**config.mk**
```make
export PLATFORM = sky130hd
export DESIGN_NAME = two_level_page_table_walker
export DESIGN_NICKNAME = d
export VERILOG_FILES = /design/src/hw/rtl/ptw_pkg.sv /design/src/hw/rtl/ptw_step.sv /design/src/hw/rtl/two_level_page_table_walker.sv
export SDC_FILE = /design/constraint.sdc
export NUM_CORES = 1
export LEC_CHECK = 0
export ABC_AREA = 1
export BUFFER_PORTS_ARGS = -buffer_cell sky130_fd_sc_hd__buf_2
export CAP_MARGIN = 20
export CORE_MARGIN = 4
export CORE_UTILIZATION = 56
export CTS_CLUSTER_DIAMETER = 50
export DETAILED_ROUTE_END_ITERATION = 16
export HOLD_SLACK_MARGIN = 0.1
export PLACE_DENSITY_LB_ADDON = 0.25
export SLEW_MARGIN = 20
export SYNTH_ARGS = -nofsm -noshare
export SYNTH_HDL_FRONTEND = slang
export SYNTH_SLANG_ARGS = --single-unit
```
**constraint.sdc**
```tcl
create_clock -name clk -period 2.98 [get_ports clk]
set_input_delay 0.745 -clock clk [delete_from_list [all_inputs] [get_ports clk]]
set_output_delay 0.745 -clock clk [all_outputs]
set_load 0.01 [all_outputs]
```
**src/hw/rtl/ptw_pkg.sv**
```systemverilog
// Shared types, codes and widths for the two-level page table walker.
`timescale 1ns / 1ps
`default_nettype none

package ptw_pkg;

  localparam int unsigned ADDR_W  = 32;
  localparam int unsigned KIND_W  = 3;
  localparam int unsigned PHASE_W = 2;
  localparam int unsigned CFG_IDX_W = 2;

  // Result kinds
  localparam logic [KIND_W-1:0] KIND_FETCH  = 3'd0;
  localparam logic [KIND_W-1:0] KIND_DONE   = 3'd1;
  localparam logic [KIND_W-1:0] KIND_FAULT1 = 3'd2;
  localparam logic [KIND_W-1:0] KIND_FAULT2 = 3'd3;
  localparam logic [KIND_W-1:0] KIND_PROTO  = 3'd4;

  // Walk phases; the fourth code behaves as idle
  localparam logic [PHASE_W-1:0] PHASE_IDLE   = 2'd0;
  localparam logic [PHASE_W-1:0] PHASE_L1     = 2'd1;
  localparam logic [PHASE_W-1:0] PHASE_L2     = 2'd2;
  localparam logic [PHASE_W-1:0] PHASE_UNUSED = 2'd3;

  // Input opcodes
  localparam logic OP_TRANSLATE  = 1'b0;
  localparam logic OP_DESCRIPTOR = 1'b1;

  // Descriptor type codes
  localparam logic [1:0] DESC_FAULT   = 2'd0;
  localparam logic [1:0] DESC_COARSE  = 2'd1;
  localparam logic [1:0] DESC_SECTION = 2'd2;
  localparam logic [1:0] DESC_PASS    = 2'd3;

  // Configuration register indexes
  localparam logic [CFG_IDX_W-1:0] REG_MMU_ENABLE = 2'd0;
  localparam logic [CFG_IDX_W-1:0] REG_TABLE_BASE = 2'd1;

  typedef struct packed {
    logic [PHASE_W-1:0] phase;
    logic [ADDR_W-1:0]  hva;
  } ptw_walk_t;

  typedef struct packed {
    logic [KIND_W-1:0] kind;
    logic [ADDR_W-1:0] address;
  } ptw_result_t;

  typedef struct packed {
    logic              opcode;
    logic [ADDR_W-1:0] virtual_address;
    logic [ADDR_W-1:0] descriptor_data;
  } ptw_item_t;

endpackage

`default_nettype wire

```
**src/hw/rtl/ptw_step.sv**
```systemverilog
// Walk step decode: one item against the current walk state.
`timescale 1ns / 1ps
`default_nettype none

module ptw_step (
  input  wire ptw_pkg::ptw_item_t        item,
  input  wire ptw_pkg::ptw_walk_t        walk,
  input  wire                            mmu_enable,
  input  wire [ptw_pkg::ADDR_W-1:0]      table_base,
  output ptw_pkg::ptw_result_t           result,
  output ptw_pkg::ptw_walk_t             walk_next
);

  logic [ptw_pkg::PHASE_W-1:0] phase;
  logic [1:0]                  dtype;
  logic [ptw_pkg::ADDR_W-1:0]  hva;
  logic [ptw_pkg::ADDR_W-1:0]  desc;

  assign dtype = item.descriptor_data[1:0];
  assign hva   = walk.hva;
  assign desc  = item.descriptor_data;

  // Unused phase code folds to idle
  assign phase = (walk.phase == ptw_pkg::PHASE_UNUSED) ? ptw_pkg::PHASE_IDLE : walk.phase;

  always_comb begin
    walk_next.phase = ptw_pkg::PHASE_IDLE;
    walk_next.hva   = walk.hva;
    result.kind     = ptw_pkg::KIND_PROTO;
    result.address  = '0;
    if (item.opcode == ptw_pkg::OP_TRANSLATE) begin
      // New request: error mid-walk, passthrough when off, else first fetch
      if (phase != ptw_pkg::PHASE_IDLE) begin
        result.kind = ptw_pkg::KIND_PROTO;
      end else if (!mmu_enable) begin
        result.kind    = ptw_pkg::KIND_DONE;
        result.address = item.virtual_address;
      end else begin
        walk_next.hva   = item.virtual_address;
        walk_next.phase = ptw_pkg::PHASE_L1;
        result.kind     = ptw_pkg::KIND_FETCH;
        result.address  = table_base + {18'd0, item.virtual_address[31:20], 2'b00};
      end
    end else begin
      unique case (phase)
        ptw_pkg::PHASE_L1: begin
          unique case (dtype)
            ptw_pkg::DESC_FAULT: begin
              result.kind = ptw_pkg::KIND_FAULT1;
            end
            ptw_pkg::DESC_COARSE: begin
              walk_next.phase = ptw_pkg::PHASE_L2;
              result.kind     = ptw_pkg::KIND_FETCH;
              result.address  = {desc[31:10], hva[19:12], 2'b00};
            end
            ptw_pkg::DESC_SECTION: begin
              result.kind    = ptw_pkg::KIND_DONE;
              result.address = {desc[31:20], hva[19:0]};
            end
            default: begin
              // type 3 passes the held address through
              result.kind    = ptw_pkg::KIND_DONE;
              result.address = hva;
            end
          endcase
        end
        ptw_pkg::PHASE_L2: begin
          if (dtype == ptw_pkg::DESC_FAULT) begin
            result.kind = ptw_pkg::KIND_FAULT2;
          end else begin
            result.kind    = ptw_pkg::KIND_DONE;
            result.address = {desc[31:12], hva[11:0]};
          end
        end
        default: begin
          // descriptor while idle
          result.kind = ptw_pkg::KIND_PROTO;
        end
      endcase
    end
  end

endmodule

`default_nettype wire

```
**src/hw/rtl/two_level_page_table_walker.sv**
```systemverilog
// Top level of the two-level page table walker.
// Usage:
//   s_axis carries one item per beat: tuser = opcode (0 translate request,
//   1 descriptor word back from memory), tdata = virtual_address then
//   descriptor_data. m_axis returns exactly one result per input beat:
//   tuser = result_kind, tdata = out_address (fetch address or physical
//   address, zero on a fault or protocol error). A fetch result asks the
//   host to read that word and feed it back as a descriptor beat.
//   The cfg channel writes mmu_enable (index 0) and table_base (index 1);
//   other indexes are dropped. cfg_ready is always high. Write only while
//   no walk is in flight.
// Timing: an item is taken into an input register, then decoded into the
//   result register once that register is free. One item per cycle while
//   m_axis does not stall; the walk state is updated by a single decode
//   step per item.
// Reset clears the walk state, both registers and both pipeline stages.
// When m_axis stalls, the result register holds and one more item may sit
//   in the input register; s_axis_tready drops only when both are full.
`timescale 1ns / 1ps
`default_nettype none

module two_level_page_table_walker (
  input  wire                               clk,
  input  wire                               rst,
  // input items
  input  wire                               s_axis_tvalid,
  output logic                              s_axis_tready,
  input  wire [63:0]                        s_axis_tdata,  // virtual_address, descriptor_data
  input  wire [0:0]                         s_axis_tuser,  // opcode
  // results
  output logic                              m_axis_tvalid,
  input  wire                               m_axis_tready,
  output logic [31:0]                       m_axis_tdata,  // out_address
  output logic [2:0]                        m_axis_tuser,  // result_kind
  // configuration writes
  input  wire                               cfg_valid,
  output logic                              cfg_ready,
  input  wire [ptw_pkg::CFG_IDX_W-1:0]      cfg_index,
  input  wire [31:0]                        cfg_data
);

  logic                          mmu_enable;
  logic [ptw_pkg::ADDR_W-1:0]    table_base;
  ptw_pkg::ptw_walk_t            walk;
  ptw_pkg::ptw_walk_t            walk_next;
  ptw_pkg::ptw_item_t            in_item;
  logic                          in_valid;
  ptw_pkg::ptw_result_t          step_result;
  ptw_pkg::ptw_result_t          out_result;
  logic                          out_valid;
  logic                          advance;

  // Configuration registers
  assign cfg_ready = 1'b1;

  always_ff @(posedge clk) begin
    if (rst) begin
      mmu_enable <= 1'b0;
      table_base <= '0;
    end else if (cfg_valid) begin
      if (cfg_index == ptw_pkg::REG_MMU_ENABLE) begin
        mmu_enable <= cfg_data[0];
      end else if (cfg_index == ptw_pkg::REG_TABLE_BASE) begin
        table_base <= cfg_data;
      end
    end
  end

  // Input register moves to the result register when that one frees up
  assign advance       = in_valid && (!out_valid || m_axis_tready);
  assign s_axis_tready = !in_valid || advance;

  always_ff @(posedge clk) begin
    if (rst) begin
      in_valid <= 1'b0;
    end else if (s_axis_tready) begin
      in_valid <= s_axis_tvalid;
    end
  end

  always_ff @(posedge clk) begin
    if (s_axis_tvalid && s_axis_tready) begin
      in_item.opcode          <= s_axis_tuser[0];
      in_item.virtual_address <= s_axis_tdata[31:0];
      in_item.descriptor_data <= s_axis_tdata[63:32];
    end
  end

  ptw_step u_step (
    .item       (in_item),
    .walk       (walk),
    .mmu_enable (mmu_enable),
    .table_base (table_base),
    .result     (step_result),
    .walk_next  (walk_next)
  );

  // Walk state
  always_ff @(posedge clk) begin
    if (rst) begin
      walk.phase <= ptw_pkg::PHASE_IDLE;
      walk.hva   <= '0;
    end else if (advance) begin
      walk <= walk_next;
    end
  end

  // Result register
  always_ff @(posedge clk) begin
    if (rst) begin
      out_valid <= 1'b0;
    end else if (advance) begin
      out_valid <= 1'b1;
    end else if (m_axis_tready) begin
      out_valid <= 1'b0;
    end
  end

  always_ff @(posedge clk) begin
    if (advance) begin
      out_result <= step_result;
    end
  end

  assign m_axis_tvalid = out_valid;
  assign m_axis_tdata  = out_result.address;
  assign m_axis_tuser  = out_result.kind;

  // Checks
  a_phase_used: assert property (@(posedge clk) disable iff (rst)
    walk.phase != ptw_pkg::PHASE_UNUSED)
    else $error("walk phase took the unused code");

  a_fault_zero: assert property (@(posedge clk) disable iff (rst)
    out_valid && (out_result.kind == ptw_pkg::KIND_FAULT1 ||
                  out_result.kind == ptw_pkg::KIND_FAULT2 ||
                  out_result.kind == ptw_pkg::KIND_PROTO)
    |-> out_result.address == '0)
    else $error("fault or error result with nonzero address");

  a_fetch_walks: assert property (@(posedge clk) disable iff (rst)
    advance && step_result.kind == ptw_pkg::KIND_FETCH
    |=> walk.phase != ptw_pkg::PHASE_IDLE)
    else $error("fetch issued but walk left idle");

  a_stall_full: assert property (@(posedge clk) disable iff (rst)
    !s_axis_tready |-> in_valid && out_valid)
    else $error("input stalled with a free stage");

endmodule

`default_nettype wire

```
==> out/metrics.yaml <==
syn2layout_area_growth_pct: 17.61
max_freq_mhz: 441.5
die_area_sq_um: 15630
max-cap-violations: 0
worstPathRequired_ns: 3.14
fp.dieH_um: 125.0
synthesis.nets: 1010
first_pass_iters: 7
period_needed_ns: 2.265
path_clk_slew_ns: 0.06
synth_xor_xnor_area_share_pct: 0.7996
clk_latency_ns: 0.43
vias: 6572
cp.arrival_ns: 2.43
outcome: "completed"
drtIter0Drc: 673
postRouteAntennaNets: 0
n_antenna_cell: 0
grt_pass1_vias: 6022
tightest_slew_ns: 0.7109
worstSetupPathType: "flip-flop to flip-flop"
slew_violations: 0
cts.root.buffer_cell: "clkbuf_16"
synth_top_cell_area_share_pct: 36.03
postSynthAreaPerCell_sq_um: 8.605
leakage_nw: 3.920
drt_wl_total_um: 19080
hp-class: "flip-flop to flip-flop"
synth_edf_count: 92
irDropWorstVdd_v: 0.0004607
syn_inst: 891
synthSimpleGateAreaFrac_pct: 22.83
cts_buffers: 17
cts.repair.resized: 0
post_drt_wl_per_cell_um: 15.78
fin_ws_ns: 0.7148
synth_mux_area_share_pct: 0
ys_ff_latch: 161
synth.distinct_cells: 38
critPathMaxStageDelay_ns: 0.40
nFillCells: 1111
start_util_pct: 57.44
numPortBuffers: 132
post-cts-setup-buffers: 0
setup_viol: 0
core_area_sq_um: 13350
viasPerCell: 5.436
netlist_area_sq_um: 7667
num_rows: 42
cts_tree: "yes"
synthTopCellsByArea: "edfxtp_1 (36%), dfxtp_1 (18%), nand2_1 (9.0%)"
grt_use_total_pct: 24.33
dp_hpwl_um: 13990
grt_max_degree: 40
fin_setup_tns_ns: 0
dp_slack_ns: 0.7388
yosysTopAreaCell: "edfxtp_1"
cp_cell_sequence: "ha_1, inv_1, fa_1, inv_1, nand3_1, nand3_2, nand2_1, nand2_1, nand2_1, nand2_1, nand3_1, nand3_1, nand2_1"
holdBufCountCts: 0
rsz0062_at_grt: "false"
ios: 142
path_buf_inv: 2
drive_gt1_share_pct: 20.33
grt_overflow: 0
synth_fa_ha_area_share_pct: 2.546
fin_area_sq_um: 9017
globalplace.congestion: 0.9081
clk_path_buf_depth: 2
crit_family: "simple AND/OR/NAND/NOR gates"
total_power_mw: 4.999
yosysWarnings: 0
cp_max_fo: 5
synth-compound-area-share_pct: 12.55
final_hold_viol_count: 0
async_flop_share_pct: 0
antenna_found_initial: 1
cp_common_cell: "nand2_1"
ys.flop_type: "edfxtp_1"
synth_top_family_by_area: "simple AND/OR/NAND/NOR gates"
clkSinkCount: 161
period_share_pct: 76.01
worst_setup_path_end_kind: "flip-flop"
fin_nets: 1139
grt_pass1_wl_um: 30330
placed_area_sq_um: 8472
h-tree-depth: 4
route.detailed.drc: 0
cp-start-kind: "flip-flop"
yosysSeqAreaShare_pct: 54.05
cellPowerDensity_nw_per_um2: 554.4
die_w_um: 125.0
fin_worst_skew_ns: 0.007555
worst_path_max_delay_cell: "fa_1"
slew_headroom_pct: 52.54
post-route-util_pct: 67.56
power by group:
part	internal, mW	leakage, nW	switching [mW]	total, mW
logic	0.161	2.21	0.275	0.436
registers	2.47	1.45	0.0595	2.53
clock network	1.22	0.261	0.813	2.04
Yosys cell counts, types with 5 or more instances:
cell type,instances
nand2_1,184
nor2_1,107
edfxtp_1,92
o21ai_0,86
inv_1,81
dfxtp_1,69
nand3_1,66
a21oi_1,62
a22oi_1,18
clkbuf_1,14
ha_1,14
inv_2,14
buf_2,10
o21ai_1,9
nand2_2,8
nand4_1,6
xnor2_1,6
buf_6,5
nor3_1,5
cells by family after synthesis:
group / count (synthesis)
AO/OA/AOI/OAI: 180
XOR/XNOR: 7
adder cells (fa/ha/maj): 15
buffers and inverters: 129
flip-flops: 161
other: 1
AND/OR/NAND/NOR: 398
worst paths after layout:
check,start,end,slack (ns),depth (start not counted)
worst max-delay path,in_item[52],m_axis_tdata[24],0.71,13
worst min-delay path,table_base[31],table_base[31],0.48,2
worst max register to register,in_item[52],m_axis_tdata[24],0.71,13
worst min register to register,table_base[31],table_base[31],0.48,2
worst register-to-register path, stage by stage, from the launching register on:
cell and delay (ns):
edfxtp_1 0.37, ha_1 0.20, inv_1 0.06, fa_1 0.40, inv_1 0.09, nand3_1 0.09
nand3_2 0.13, nand2_1 0.06, nand2_1 0.09, nand2_1 0.07, nand2_1 0.18, nand3_1 0.10
nand3_1 0.09, nand2_1 0.05
per-layer routing:
metal	part of all wire, %	up-vias	GRT usage, %
li1	-	3240	-
met1	44	3004	33.73
met2	46	289	38.53
met3	8.4	37	5.714
met4	1.8	2	7.143
met5	0.068	-	0
area by class of cell:
class | count | area (sq um) | area share [%]
clock buffers | 24 | 451.7 | 5.009
flip-flops and latches | 161 | 4144 | 45.96
multi-input cells | 601 | 2975 | 33.00
well taps | 176 | 220.2 | 2.442
repair buffers | 144 | 775.7 | 8.603
inverters | 95 | 356.6 | 3.954
clock inverters | 8 | 93.84 | 1.041
cell usage in the layout, fill, tap and decap left out, types with 3 or more instances in the layout:
| cell | netlist | routed |
|---|---|---|
| nor2_1 | 107 | 106 |
| nand3_2 | 4 | 4 |
| nor3_2 | 4 | 4 |
| nand2_1 | 184 | 184 |
| o21ai_1 | 9 | 9 |
| o21ai_0 | 86 | 86 |
| inv_2 | 14 | 15 |
| a22oi_1 | 18 | 18 |
| clkbuf_1 | 14 | 7 |
| edfxtp_1 | 92 | 92 |
| xnor2_1 | 6 | 6 |
| nand3_1 | 66 | 66 |
| nor2_2 | 2 | 3 |
| a21oi_1 | 62 | 62 |
| buf_2 | 10 | 132 |
| buf_4 | 4 | 10 |
| nor3_4 | 3 | 3 |
| nor3_1 | 5 | 5 |
| dfxtp_1 | 69 | 69 |
| nand2_2 | 8 | 8 |
| clkbuf_16 | 0 | 17 |
| ha_1 | 14 | 14 |
| inv_1 | 81 | 80 |
| nand4_1 | 6 | 6 |
stage by stage:
step | instances | hold WS [ns]
after floorplan | 891 | 0.4396
after global placement | 1177 | 0.4694
after detailed placement | 1177 | 0.4636
after CTS | 1209 | 0.4778
after global routing | 1209 | 0.4717
final | 1209 | 0.4784
sequential cells by signal (all words and copies together), names as in the netlist:
signal and flops:
in_valid 1, m_axis_tuser 3, mmu_enable 1, m_axis_tdata 32, walk 34, m_axis_tvalid 1
table_base 32, in_item 57
(Power assumes the default switching activity.)
